==> src/hw/rtl/sha1md_pkg.sv <==
// Shared types, constants and round functions for the SHA-1 digest block.
// No dependencies; used by the queue, front, round core and top level.
package sha1md_pkg;

	localparam int unsigned BLK_WORDS = 16;
	localparam int unsigned DIG_WORDS = 5;
	localparam int unsigned ROUNDS    = 80;
	localparam int unsigned SCHED_SEED = 16;

	// Block queue between front and round core
	localparam int unsigned Q_DEPTH = 2;
	localparam int unsigned Q_PTR_W = 1;
	localparam int unsigned Q_CNT_W = 2;

	typedef logic [31:0] word_t;
	typedef word_t [BLK_WORDS-1:0] blk_t;
	typedef word_t [DIG_WORDS-1:0] chain_t;

	// Initial chaining value, word 0 in the low slot
	localparam chain_t IV = {32'hC3D2E1F0, 32'h10325476, 32'h98BADCFE,
		32'hEFCDAB89, 32'h67452301};

	localparam word_t K_CH   = 32'h5A827999;
	localparam word_t K_PAR1 = 32'h6ED9EBA1;
	localparam word_t K_MAJ  = 32'h8F1BBCDC;
	localparam word_t K_PAR2 = 32'hCA62C1D6;

	localparam logic [7:0] PAD_BYTE = 8'h80;

	// Round phase codes
	localparam logic [1:0] PH_CH   = 2'd0;
	localparam logic [1:0] PH_PAR1 = 2'd1;
	localparam logic [1:0] PH_MAJ  = 2'd2;
	localparam logic [1:0] PH_PAR2 = 2'd3;

	typedef struct packed {
		blk_t words;
		logic last;
	} qent_t;

	typedef struct packed {
		logic  push;
		qent_t ent;
	} qpush_t;

	typedef struct packed {
		logic full;
		logic empty;
	} qstat_t;

	function automatic word_t round_f(logic [1:0] ph, word_t b, word_t c, word_t d);
		word_t f;
		case (ph)
			PH_CH:   f = (b & c) | (~b & d);
			PH_MAJ:  f = (b & c) | (b & d) | (c & d);
			default: f = b ^ c ^ d;
		endcase
		return f;
	endfunction

	function automatic word_t round_k(logic [1:0] ph);
		word_t k;
		case (ph)
			PH_CH:   k = K_CH;
			PH_PAR1: k = K_PAR1;
			PH_MAJ:  k = K_MAJ;
			default: k = K_PAR2;
		endcase
		return k;
	endfunction

endpackage

==> src/hw/rtl/sha1_message_digest.sv <==
// SHA-1 digest top level: byte front, block queue and round core.
// Depends on sha1md_pkg, sha1md_front, sha1md_fifo and sha1md_core.
//
// Takes one message byte per word on the input channel and returns the
// 160-bit digest as five 32-bit words, most significant first, after the
// word marked end_of_message. The front accepts one byte per cycle while
// it has a free block slot; a full block waits in a two-entry queue. The
// round core loads each 64-byte block, runs 80 rounds through one
// five-input adder and adds the result into the chaining value. An end
// word adds one or two padding blocks (two when 56 or more bytes sit in
// the last block) and then the five digest words. The next message may
// start entering while this runs.
module sha1_message_digest (
	input  logic        clk,
	input  logic        arst_n,
	input  logic        in_valid,
	output logic        in_ready,
	input  logic [7:0]  msg_byte,
	input  logic        byte_present,
	input  logic        end_of_message,
	output logic        out_valid,
	input  logic        out_ready,
	output logic [31:0] digest_word,
	output logic [2:0]  word_number,
	output logic        final_word
);

	sha1md_pkg::qpush_t wr;
	sha1md_pkg::qstat_t stat;
	sha1md_pkg::qent_t  rd_ent;
	logic               pop;

	sha1md_front u_front (
		.clk           (clk),
		.arst_n        (arst_n),
		.in_valid      (in_valid),
		.in_ready      (in_ready),
		.msg_byte      (msg_byte),
		.byte_present  (byte_present),
		.end_of_message(end_of_message),
		.wr            (wr),
		.stat          (stat)
	);

	sha1md_fifo u_fifo (
		.clk   (clk),
		.arst_n(arst_n),
		.wr    (wr),
		.pop   (pop),
		.rd_ent(rd_ent),
		.stat  (stat)
	);

	sha1md_core u_core (
		.clk        (clk),
		.arst_n     (arst_n),
		.rd_ent     (rd_ent),
		.stat       (stat),
		.pop        (pop),
		.out_valid  (out_valid),
		.out_ready  (out_ready),
		.digest_word(digest_word),
		.word_number(word_number),
		.final_word (final_word)
	);

endmodule

==> src/hw/rtl/sha1md_fifo.sv <==
// Two-entry block queue between the byte front and the round core.
// Depends on sha1md_pkg for the entry and control struct types.
module sha1md_fifo (
	input  logic               clk,
	input  logic               arst_n,
	input  sha1md_pkg::qpush_t wr,
	input  logic               pop,
	output sha1md_pkg::qent_t  rd_ent,
	output sha1md_pkg::qstat_t stat
);

	sha1md_pkg::qent_t slot_q [sha1md_pkg::Q_DEPTH];
	logic [sha1md_pkg::Q_PTR_W-1:0] wr_ptr_q, rd_ptr_q;
	logic [sha1md_pkg::Q_CNT_W-1:0] cnt_q;
	logic do_push, do_pop;

	assign stat.full  = (cnt_q == sha1md_pkg::Q_CNT_W'(sha1md_pkg::Q_DEPTH));
	assign stat.empty = (cnt_q == '0);
	assign do_push    = wr.push && !stat.full;
	assign do_pop     = pop && !stat.empty;
	assign rd_ent     = slot_q[rd_ptr_q];

	// Store pushed block
	always_ff @(posedge clk) begin
		if (do_push) begin
			slot_q[wr_ptr_q] <= wr.ent;
		end
	end

	// Advance pointers and fill count
	always_ff @(posedge clk or negedge arst_n) begin
		if (!arst_n) begin
			wr_ptr_q <= '0;
			rd_ptr_q <= '0;
			cnt_q    <= '0;
		end else begin
			if (do_push) begin
				wr_ptr_q <= (wr_ptr_q == sha1md_pkg::Q_PTR_W'(sha1md_pkg::Q_DEPTH - 1)) ?
					'0 : wr_ptr_q + 1'b1;
			end
			if (do_pop) begin
				rd_ptr_q <= (rd_ptr_q == sha1md_pkg::Q_PTR_W'(sha1md_pkg::Q_DEPTH - 1)) ?
					'0 : rd_ptr_q + 1'b1;
			end
			case ({do_push, do_pop})
				2'b10:   cnt_q <= cnt_q + 1'b1;
				2'b01:   cnt_q <= cnt_q - 1'b1;
				default: cnt_q <= cnt_q;
			endcase
		end
	end

endmodule

==> src/hw/rtl/sha1md_front.sv <==
// Byte intake: packs message bytes into blocks, pads the final block(s)
// and pushes finished blocks into the queue. Depends on sha1md_pkg.
module sha1md_front (
	input  logic               clk,
	input  logic               arst_n,
	input  logic               in_valid,
	output logic               in_ready,
	input  logic [7:0]         msg_byte,
	input  logic               byte_present,
	input  logic               end_of_message,
	output sha1md_pkg::qpush_t wr,
	input  sha1md_pkg::qstat_t stat
);

	typedef enum logic [1:0] {
		F_ACCEPT,
		F_PUSH,
		F_PAD1,
		F_PAD2
	} fstate_t;

	fstate_t state_q;
	sha1md_pkg::blk_t blk_q;
	logic [5:0]  pos_q;
	logic [60:0] cnt_q;
	logic        pend_end_q;

	logic        take;
	logic        with_len;
	logic [3:0]  pos_w;
	logic [1:0]  pos_b;
	logic [63:0] bit_len;
	sha1md_pkg::word_t keep_mask, marker;
	sha1md_pkg::blk_t  pad_blk, len_blk;

	assign in_ready = (state_q == F_ACCEPT);
	assign take     = in_valid && in_ready;
	assign pos_w    = pos_q[5:2];
	assign pos_b    = pos_q[1:0];
	assign with_len = (pos_q[5:3] != 3'b111);
	assign bit_len  = {cnt_q, 3'b000};

	// Build the padded block and the length-only block
	always_comb begin
		keep_mask = ~(32'hFFFF_FFFF >> {pos_b, 3'b000});
		marker    = sha1md_pkg::word_t'(sha1md_pkg::PAD_BYTE) << {~pos_b, 3'b000};
		for (int i = 0; i < int'(sha1md_pkg::BLK_WORDS); i++) begin
			if (i < int'(pos_w)) begin
				pad_blk[i] = blk_q[i];
			end else if (i == int'(pos_w)) begin
				pad_blk[i] = (blk_q[i] & keep_mask) | marker;
			end else begin
				pad_blk[i] = '0;
			end
		end
		if (with_len) begin
			pad_blk[14] = bit_len[63:32];
			pad_blk[15] = bit_len[31:0];
		end
		len_blk     = '0;
		len_blk[14] = bit_len[63:32];
		len_blk[15] = bit_len[31:0];
	end

	// Select what goes to the queue
	always_comb begin
		wr.push = (state_q != F_ACCEPT);
		unique case (state_q)
			F_PAD1: begin
				wr.ent.words = pad_blk;
				wr.ent.last  = with_len;
			end
			F_PAD2: begin
				wr.ent.words = len_blk;
				wr.ent.last  = 1'b1;
			end
			default: begin
				wr.ent.words = blk_q;
				wr.ent.last  = 1'b0;
			end
		endcase
	end

	// Pack incoming byte into its word, big-endian
	always_ff @(posedge clk) begin
		if (take && byte_present) begin
			blk_q[pos_w] <= ((pos_b == 2'd0) ? '0 : blk_q[pos_w])
				| (sha1md_pkg::word_t'(msg_byte) << {~pos_b, 3'b000});
		end
	end

	// Intake and padding sequencer
	always_ff @(posedge clk or negedge arst_n) begin
		if (!arst_n) begin
			state_q    <= F_ACCEPT;
			pos_q      <= '0;
			cnt_q      <= '0;
			pend_end_q <= 1'b0;
		end else begin
			unique case (state_q)
				F_ACCEPT: begin
					if (take) begin
						pend_end_q <= end_of_message;
						if (byte_present) begin
							pos_q <= pos_q + 1'b1;
							cnt_q <= cnt_q + 1'b1;
							if (pos_q == 6'd63) begin
								state_q <= F_PUSH;
							end else if (end_of_message) begin
								state_q <= F_PAD1;
							end
						end else if (end_of_message) begin
							state_q <= F_PAD1;
						end
					end
				end
				F_PUSH: begin
					if (!stat.full) begin
						state_q <= pend_end_q ? F_PAD1 : F_ACCEPT;
					end
				end
				F_PAD1: begin
					if (!stat.full) begin
						if (with_len) begin
							pos_q   <= '0;
							cnt_q   <= '0;
							state_q <= F_ACCEPT;
						end else begin
							state_q <= F_PAD2;
						end
					end
				end
				F_PAD2: begin
					if (!stat.full) begin
						pos_q   <= '0;
						cnt_q   <= '0;
						state_q <= F_ACCEPT;
					end
				end
				default: state_q <= F_ACCEPT;
			endcase
		end
	end

endmodule

==> src/hw/rtl/sha1md_core.sv <==
// Round core: pops blocks, runs 80 rounds with a rolling message schedule,
// folds into the chaining value and sends out the digest. Uses sha1md_pkg.
module sha1md_core (
	input  logic               clk,
	input  logic               arst_n,
	input  sha1md_pkg::qent_t  rd_ent,
	input  sha1md_pkg::qstat_t stat,
	output logic               pop,
	output logic               out_valid,
	input  logic               out_ready,
	output logic [31:0]        digest_word,
	output logic [2:0]         word_number,
	output logic               final_word
);

	typedef enum logic [1:0] {
		C_IDLE,
		C_ROUND,
		C_ADD,
		C_EMIT
	} cstate_t;

	cstate_t state_q;
	sha1md_pkg::chain_t chain_q;
	sha1md_pkg::blk_t   win_q;
	sha1md_pkg::word_t  a_q, b_q, c_q, d_q, e_q;
	logic [6:0] rnd_q;
	logic [2:0] idx_q;
	logic       last_q;
	logic       out_valid_q;
	logic [31:0] out_word_q;
	logic [2:0]  out_num_q;
	logic        out_final_q;

	logic [1:0]        ph;
	sha1md_pkg::word_t w_t, temp;
	logic              load_out;
	logic              emit_now;

	assign pop         = (state_q == C_IDLE) && !stat.empty;
	assign load_out    = !out_valid_q || out_ready;
	assign emit_now    = (state_q == C_EMIT) && load_out;
	assign out_valid   = out_valid_q;
	assign digest_word = out_word_q;
	assign word_number = out_num_q;
	assign final_word  = out_final_q;

	// Round function, schedule word and new A
	always_comb begin
		if (rnd_q < 7'd20) begin
			ph = sha1md_pkg::PH_CH;
		end else if (rnd_q < 7'd40) begin
			ph = sha1md_pkg::PH_PAR1;
		end else if (rnd_q < 7'd60) begin
			ph = sha1md_pkg::PH_MAJ;
		end else begin
			ph = sha1md_pkg::PH_PAR2;
		end
		if (rnd_q < 7'(sha1md_pkg::SCHED_SEED)) begin
			w_t = win_q[0];
		end else begin
			w_t = win_q[13] ^ win_q[8] ^ win_q[2] ^ win_q[0];
			w_t = {w_t[30:0], w_t[31]};
		end
		temp = {a_q[26:0], a_q[31:27]} + sha1md_pkg::round_f(ph, b_q, c_q, d_q)
			+ e_q + sha1md_pkg::round_k(ph) + w_t;
	end

	// Schedule window and working variables
	always_ff @(posedge clk) begin
		if (pop) begin
			win_q <= rd_ent.words;
			a_q   <= chain_q[0];
			b_q   <= chain_q[1];
			c_q   <= chain_q[2];
			d_q   <= chain_q[3];
			e_q   <= chain_q[4];
		end else if (state_q == C_ROUND) begin
			win_q <= {w_t, win_q[15:1]};
			e_q   <= d_q;
			d_q   <= c_q;
			c_q   <= {b_q[1:0], b_q[31:2]};
			b_q   <= a_q;
			a_q   <= temp;
		end
	end

	// Compression sequencer and output register
	always_ff @(posedge clk or negedge arst_n) begin
		if (!arst_n) begin
			state_q     <= C_IDLE;
			chain_q     <= sha1md_pkg::IV;
			rnd_q       <= '0;
			idx_q       <= '0;
			last_q      <= 1'b0;
			out_valid_q <= 1'b0;
			out_word_q  <= '0;
			out_num_q   <= '0;
			out_final_q <= 1'b0;
		end else begin
			// Load the next digest word, or drop the one just taken
			if (emit_now) begin
				out_valid_q <= 1'b1;
			end else if (out_ready) begin
				out_valid_q <= 1'b0;
			end
			unique case (state_q)
				C_IDLE: begin
					if (pop) begin
						last_q  <= rd_ent.last;
						rnd_q   <= '0;
						state_q <= C_ROUND;
					end
				end
				C_ROUND: begin
					rnd_q <= rnd_q + 1'b1;
					if (rnd_q == 7'(sha1md_pkg::ROUNDS - 1)) begin
						state_q <= C_ADD;
					end
				end
				C_ADD: begin
					chain_q[0] <= chain_q[0] + a_q;
					chain_q[1] <= chain_q[1] + b_q;
					chain_q[2] <= chain_q[2] + c_q;
					chain_q[3] <= chain_q[3] + d_q;
					chain_q[4] <= chain_q[4] + e_q;
					rnd_q      <= '0;
					idx_q      <= '0;
					state_q    <= last_q ? C_EMIT : C_IDLE;
				end
				C_EMIT: begin
					if (load_out) begin
						out_word_q  <= chain_q[idx_q];
						out_num_q   <= idx_q;
						out_final_q <= (idx_q == 3'(sha1md_pkg::DIG_WORDS - 1));
						if (idx_q == 3'(sha1md_pkg::DIG_WORDS - 1)) begin
							chain_q <= sha1md_pkg::IV;
							state_q <= C_IDLE;
						end else begin
							idx_q <= idx_q + 1'b1;
						end
					end
				end
				default: state_q <= C_IDLE;
			endcase
		end
	end

endmodule

==> config.mk <==
export PLATFORM = sky130hd
export DESIGN_NAME = sha1_message_digest
export DESIGN_NICKNAME = d
export VERILOG_FILES = /design/src/hw/rtl/sha1md_pkg.sv /design/src/hw/rtl/sha1_message_digest.sv /design/src/hw/rtl/sha1md_fifo.sv /design/src/hw/rtl/sha1md_front.sv /design/src/hw/rtl/sha1md_core.sv
export SDC_FILE = /design/constraint.sdc
export NUM_CORES = 2
export LEC_CHECK = 0
export ABC_CLOCK_PERIOD_IN_PS = 24500
export BUFFER_PORTS_ARGS = -buffer_cell sky130_fd_sc_hd__clkbuf_2
export CAP_MARGIN = 20
export CORE_MARGIN = 2
export CORE_UTILIZATION = 50
export CTS_CLUSTER_DIAMETER = 200
export DETAILED_ROUTE_END_ITERATION = 10
export GPL_TIMING_DRIVEN = 0
export PLACE_DENSITY_LB_ADDON = 0.3
export SLEW_MARGIN = 20
export SYNTH_ARGS = -nofsm -noshare
export SYNTH_HDL_FRONTEND = slang
export SYNTH_SLANG_ARGS = --single-unit
==> constraint.sdc <==
create_clock -name clk -period 24.5 [get_ports clk]
set_input_delay 4.9 -clock clk [delete_from_list [all_inputs] [get_ports clk]]
set_output_delay 4.9 -clock clk [all_outputs]
set_load 0.1 [all_outputs]
==> impl_metrics.ini <==
[status]
status = complete, no violations

[synthesis]
synth_top_area_share_pct = 58.3
syn_area_per_cell_um2 = 13.5
yosysUniqueCellTypes = 95
synth-edff-count = 2210
ys_warn_count = 0
synth_seq_cells = 2494
syn-cell-area_um2 = 114000
yosys.area.top_type = edfxtp_1
syn-num-nets = 8743
synth_area_leaders = edfxtp_1 58%, dfrtp_1 4.5%, mux2i_1 4.4%
yosysSeqAreaShare_pct = 64.7
synthFlopType = edfxtp_1
synthArstFlopShare_pct = 11.4
postSynthCellCount = 8398

[setup_path]
r2r_cells = 27
timing.rr.start = u_core.rnd_q[5]
critPathMaxFanout = 13
crit_path_end_kind = flop
cp.arrival_ns = 11.41
start_kind = flop
worstSetupPathType = reg2reg
timing.rr.end = u_core.a_q[31]
crit_start = u_core.rnd_q[5]
crit_required_ns = 25.16
critPathCapture = u_core.a_q[31]
reg2reg_slack_ns = 13.75

[grt]
grt_max_degree = 79
first_global_vias = 74400
antenna_found_initial = 50
grt_use_total_pct = 35.9
grt_pass1_wl_um = 574000
grt-ovfl-total = 0

[final_layout]
area_delta_synth_final_pct = 14.0
fill_cells = 18000
drive_gt1_share_pct = 11.5
finish.instance_area_um2 = 130000
nNetsFinal = 9226

[sta]
period_share_pct = 43.9
relSlewSlack_pct = 14.7
clock_skew_ns = 0.0883
worstMarginPinSlew_ns = 1.28
rsz0062_at_grt = false
slew_violations = 0
fin_crit_ns = 10.75
setup_viol = 0
clock.fmax_mhz = 93.0
setup_tns_ns = 0
final_hold_viol_count = 0

[job]
maxCapViolCount = 0

[cts]
cts_buffers = 285
clkTransAtPathRegs_ns = 0.06
cts_setup_buffers = 0
cts_tree = built
numClockSinks = 2494
htree_levels = 5
clock_insertion_delay_worst_skew_ns = 0.98
ctsResizeCount = 0
clock-root-buffer = clkbuf_16
clock_path_buffers = 4
ctsHoldBuffers = 0

[drt]
drt_iter0_drc = 10000
num_vias = 76700
antenna_left = 0
wl_per_cell_um = 34.5
dr.pass1.iters = 7
wirelength_um = 419000
viasPerCell = 6.32
drc = 0

[placed_design]
placed_area_um2 = 121000
port_buffers = 51
routabilityCongestion = 1.02
dp_hpwl_um = 319000

[floorplanning]
num_rows = 175
dieHeight_um = 481
dieWidth_um = 481
die-area_um2 = 231000
ioPinCount = 52
coreArea_um2 = 227000
initial_core_util_pct = 50.2

[hold_path]
holdCritPathClass = reg2reg
metrics by stage:
step | util (%) | setup WS (ns) | cells | hold WS [ns]
after global placement | 51.9 | -16.42 | 11500 | 0.468
final | 57.2 | 13.75 | 12100 | 0.485
after global routing | 57.2 | 13.79 | 12100 | 0.510
after detailed placement | 53.2 | 14.08 | 11600 | 0.478
after floorplan | - | 0.445 | 8398 | 0.466
after CTS | 57.1 | 14.03 | 12100 | 0.490
routing by layer:
layer  track usage [%]  share of wire (%)  wire length [µm]
met5                 0              0.017                72
met4              26.7                8.8             36800
met3              7.76                9.6             40400
met2              56.1                 46            193000
met1              44.2                 36            149000
critical path, stage by stage, from the launching register on:
cell       delay [ns]
dfrtp_1          0.33
clkbuf_1         0.36
inv_1            0.09
maj3_1           0.39
a221oi_1         0.78
clkbuf_1         0.58
clkbuf_1         0.90
ha_1             0.69
clkbuf_1         0.77
a221o_1          0.29
o21ai_0          0.20
fa_1             0.61
fa_1             0.43
fa_1             0.43
inv_1            0.07
ha_1             0.17
inv_1            0.07
fa_1             0.44
nand2b_1         0.19
a21oi_1          0.28
a2bb2oi_1        0.52
a311o_1          0.44
o21ai_4          0.13
o31ai_1          0.55
a311o_1          0.31
a21oi_2          0.07
xnor2_1          0.11
mux2_2           0.26
area by class of cell:
type	count	area (µm²)	area share, %
flip-flops and latches	2494	73600	56.7
multi-input cells	5254	38000	29.3
clock buffers	368	7750	5.97
well taps	3009	3760	2.90
repair buffers	196	2840	2.19
plain buffers	399	1550	1.20
clock inverters	129	1250	0.962
inverters	251	942	0.726
diodes	39	97.6	0.0752
flip-flops by register name, indices dropped and copies added (netlist names), 3 cells and up:
| register | cells |
|---|---|
| u_fifo.slot_q | 1026 |
| u_core.e_q | 32 |
| u_core.a_q | 32 |
| u_core.win_q | 512 |
| u_front.cnt_q | 61 |
| u_core.word_number | 3 |
| u_core.chain_q | 160 |
| u_core.c_q | 32 |
| u_core.rnd_q | 7 |
| u_core.b_q | 32 |
| u_front.pos_q | 6 |
| u_front.blk_q | 512 |
| u_core.idx_q | 3 |
| u_core.d_q | 32 |
| u_core.digest_word | 32 |
cell usage after synthesis (all sizes together) (23+ instances only):
cell type,instances
edfxtp,2210
nand2,1137
o21ai,821
mux2i,498
and2,369
clkbuf,361
a21oi,340
nor2,339
inv,249
ha,206
dfrtp,204
mux4,192
xnor2,192
fa,125
xor2,122
a22o,115
a21o,87
dfstp,80
nor2b,69
nand3,64
a22oi,58
nor3,57
and3,40
buf,38
a211oi,36
mux2,34
nand2b,30
o21a,26
a221o,23
nand4,23
layout by cell type (no fill, tap or decap), types with 204 or more instances in the layout:
| cell | instances |
|---|---|
| inv_1 | 245 |
| nor2_1 | 327 |
| nand2_1 | 1135 |
| dfrtp_1 | 204 |
| ha_1 | 206 |
| clkbuf_1 | 396 |
| o21ai_0 | 776 |
| a21oi_1 | 334 |
| edfxtp_1 | 2210 |
| clkbuf_16 | 291 |
| and2_1 | 369 |
| mux2i_1 | 498 |
worst min-delay path by stage:
stage | startpoint | endpoint | slack [ns] | cells past startpoint
after CTS | u_core.digest_word[10] | u_core.digest_word[10] | 0.49 | 2
after global routing | u_core.digest_word[26] | u_core.digest_word[26] | 0.51 | 2
final | u_core.word_number[0] | u_core.word_number[0] | 0.48 | 2
after detailed placement | u_core.digest_word[10] | u_core.digest_word[10] | 0.48 | 2
after global placement | u_core.digest_word[10] | u_core.digest_word[10] | 0.47 | 2
after floorplan | u_core.last_q | u_core.last_q | 0.47 | 2
logic make-up (layout without fill, tap and decap cells):
family	Yosys count	after routing	synth area share (%)
AOI/OAI and AO/OA	1691	1691	8.95
xor gates and xnor gates	314	314	2.42
adders and majority gates	332	332	4.47
buffers and inverters	650	1343	2.16
DFF	2494	2494	64.7
muxes	724	724	8.52
other	0	39	0
and+or+nand+nor	2193	2193	8.81
Power is not shown: default switching activity piles up to over one toggle a cycle in this logic, so the estimate is an artifact.
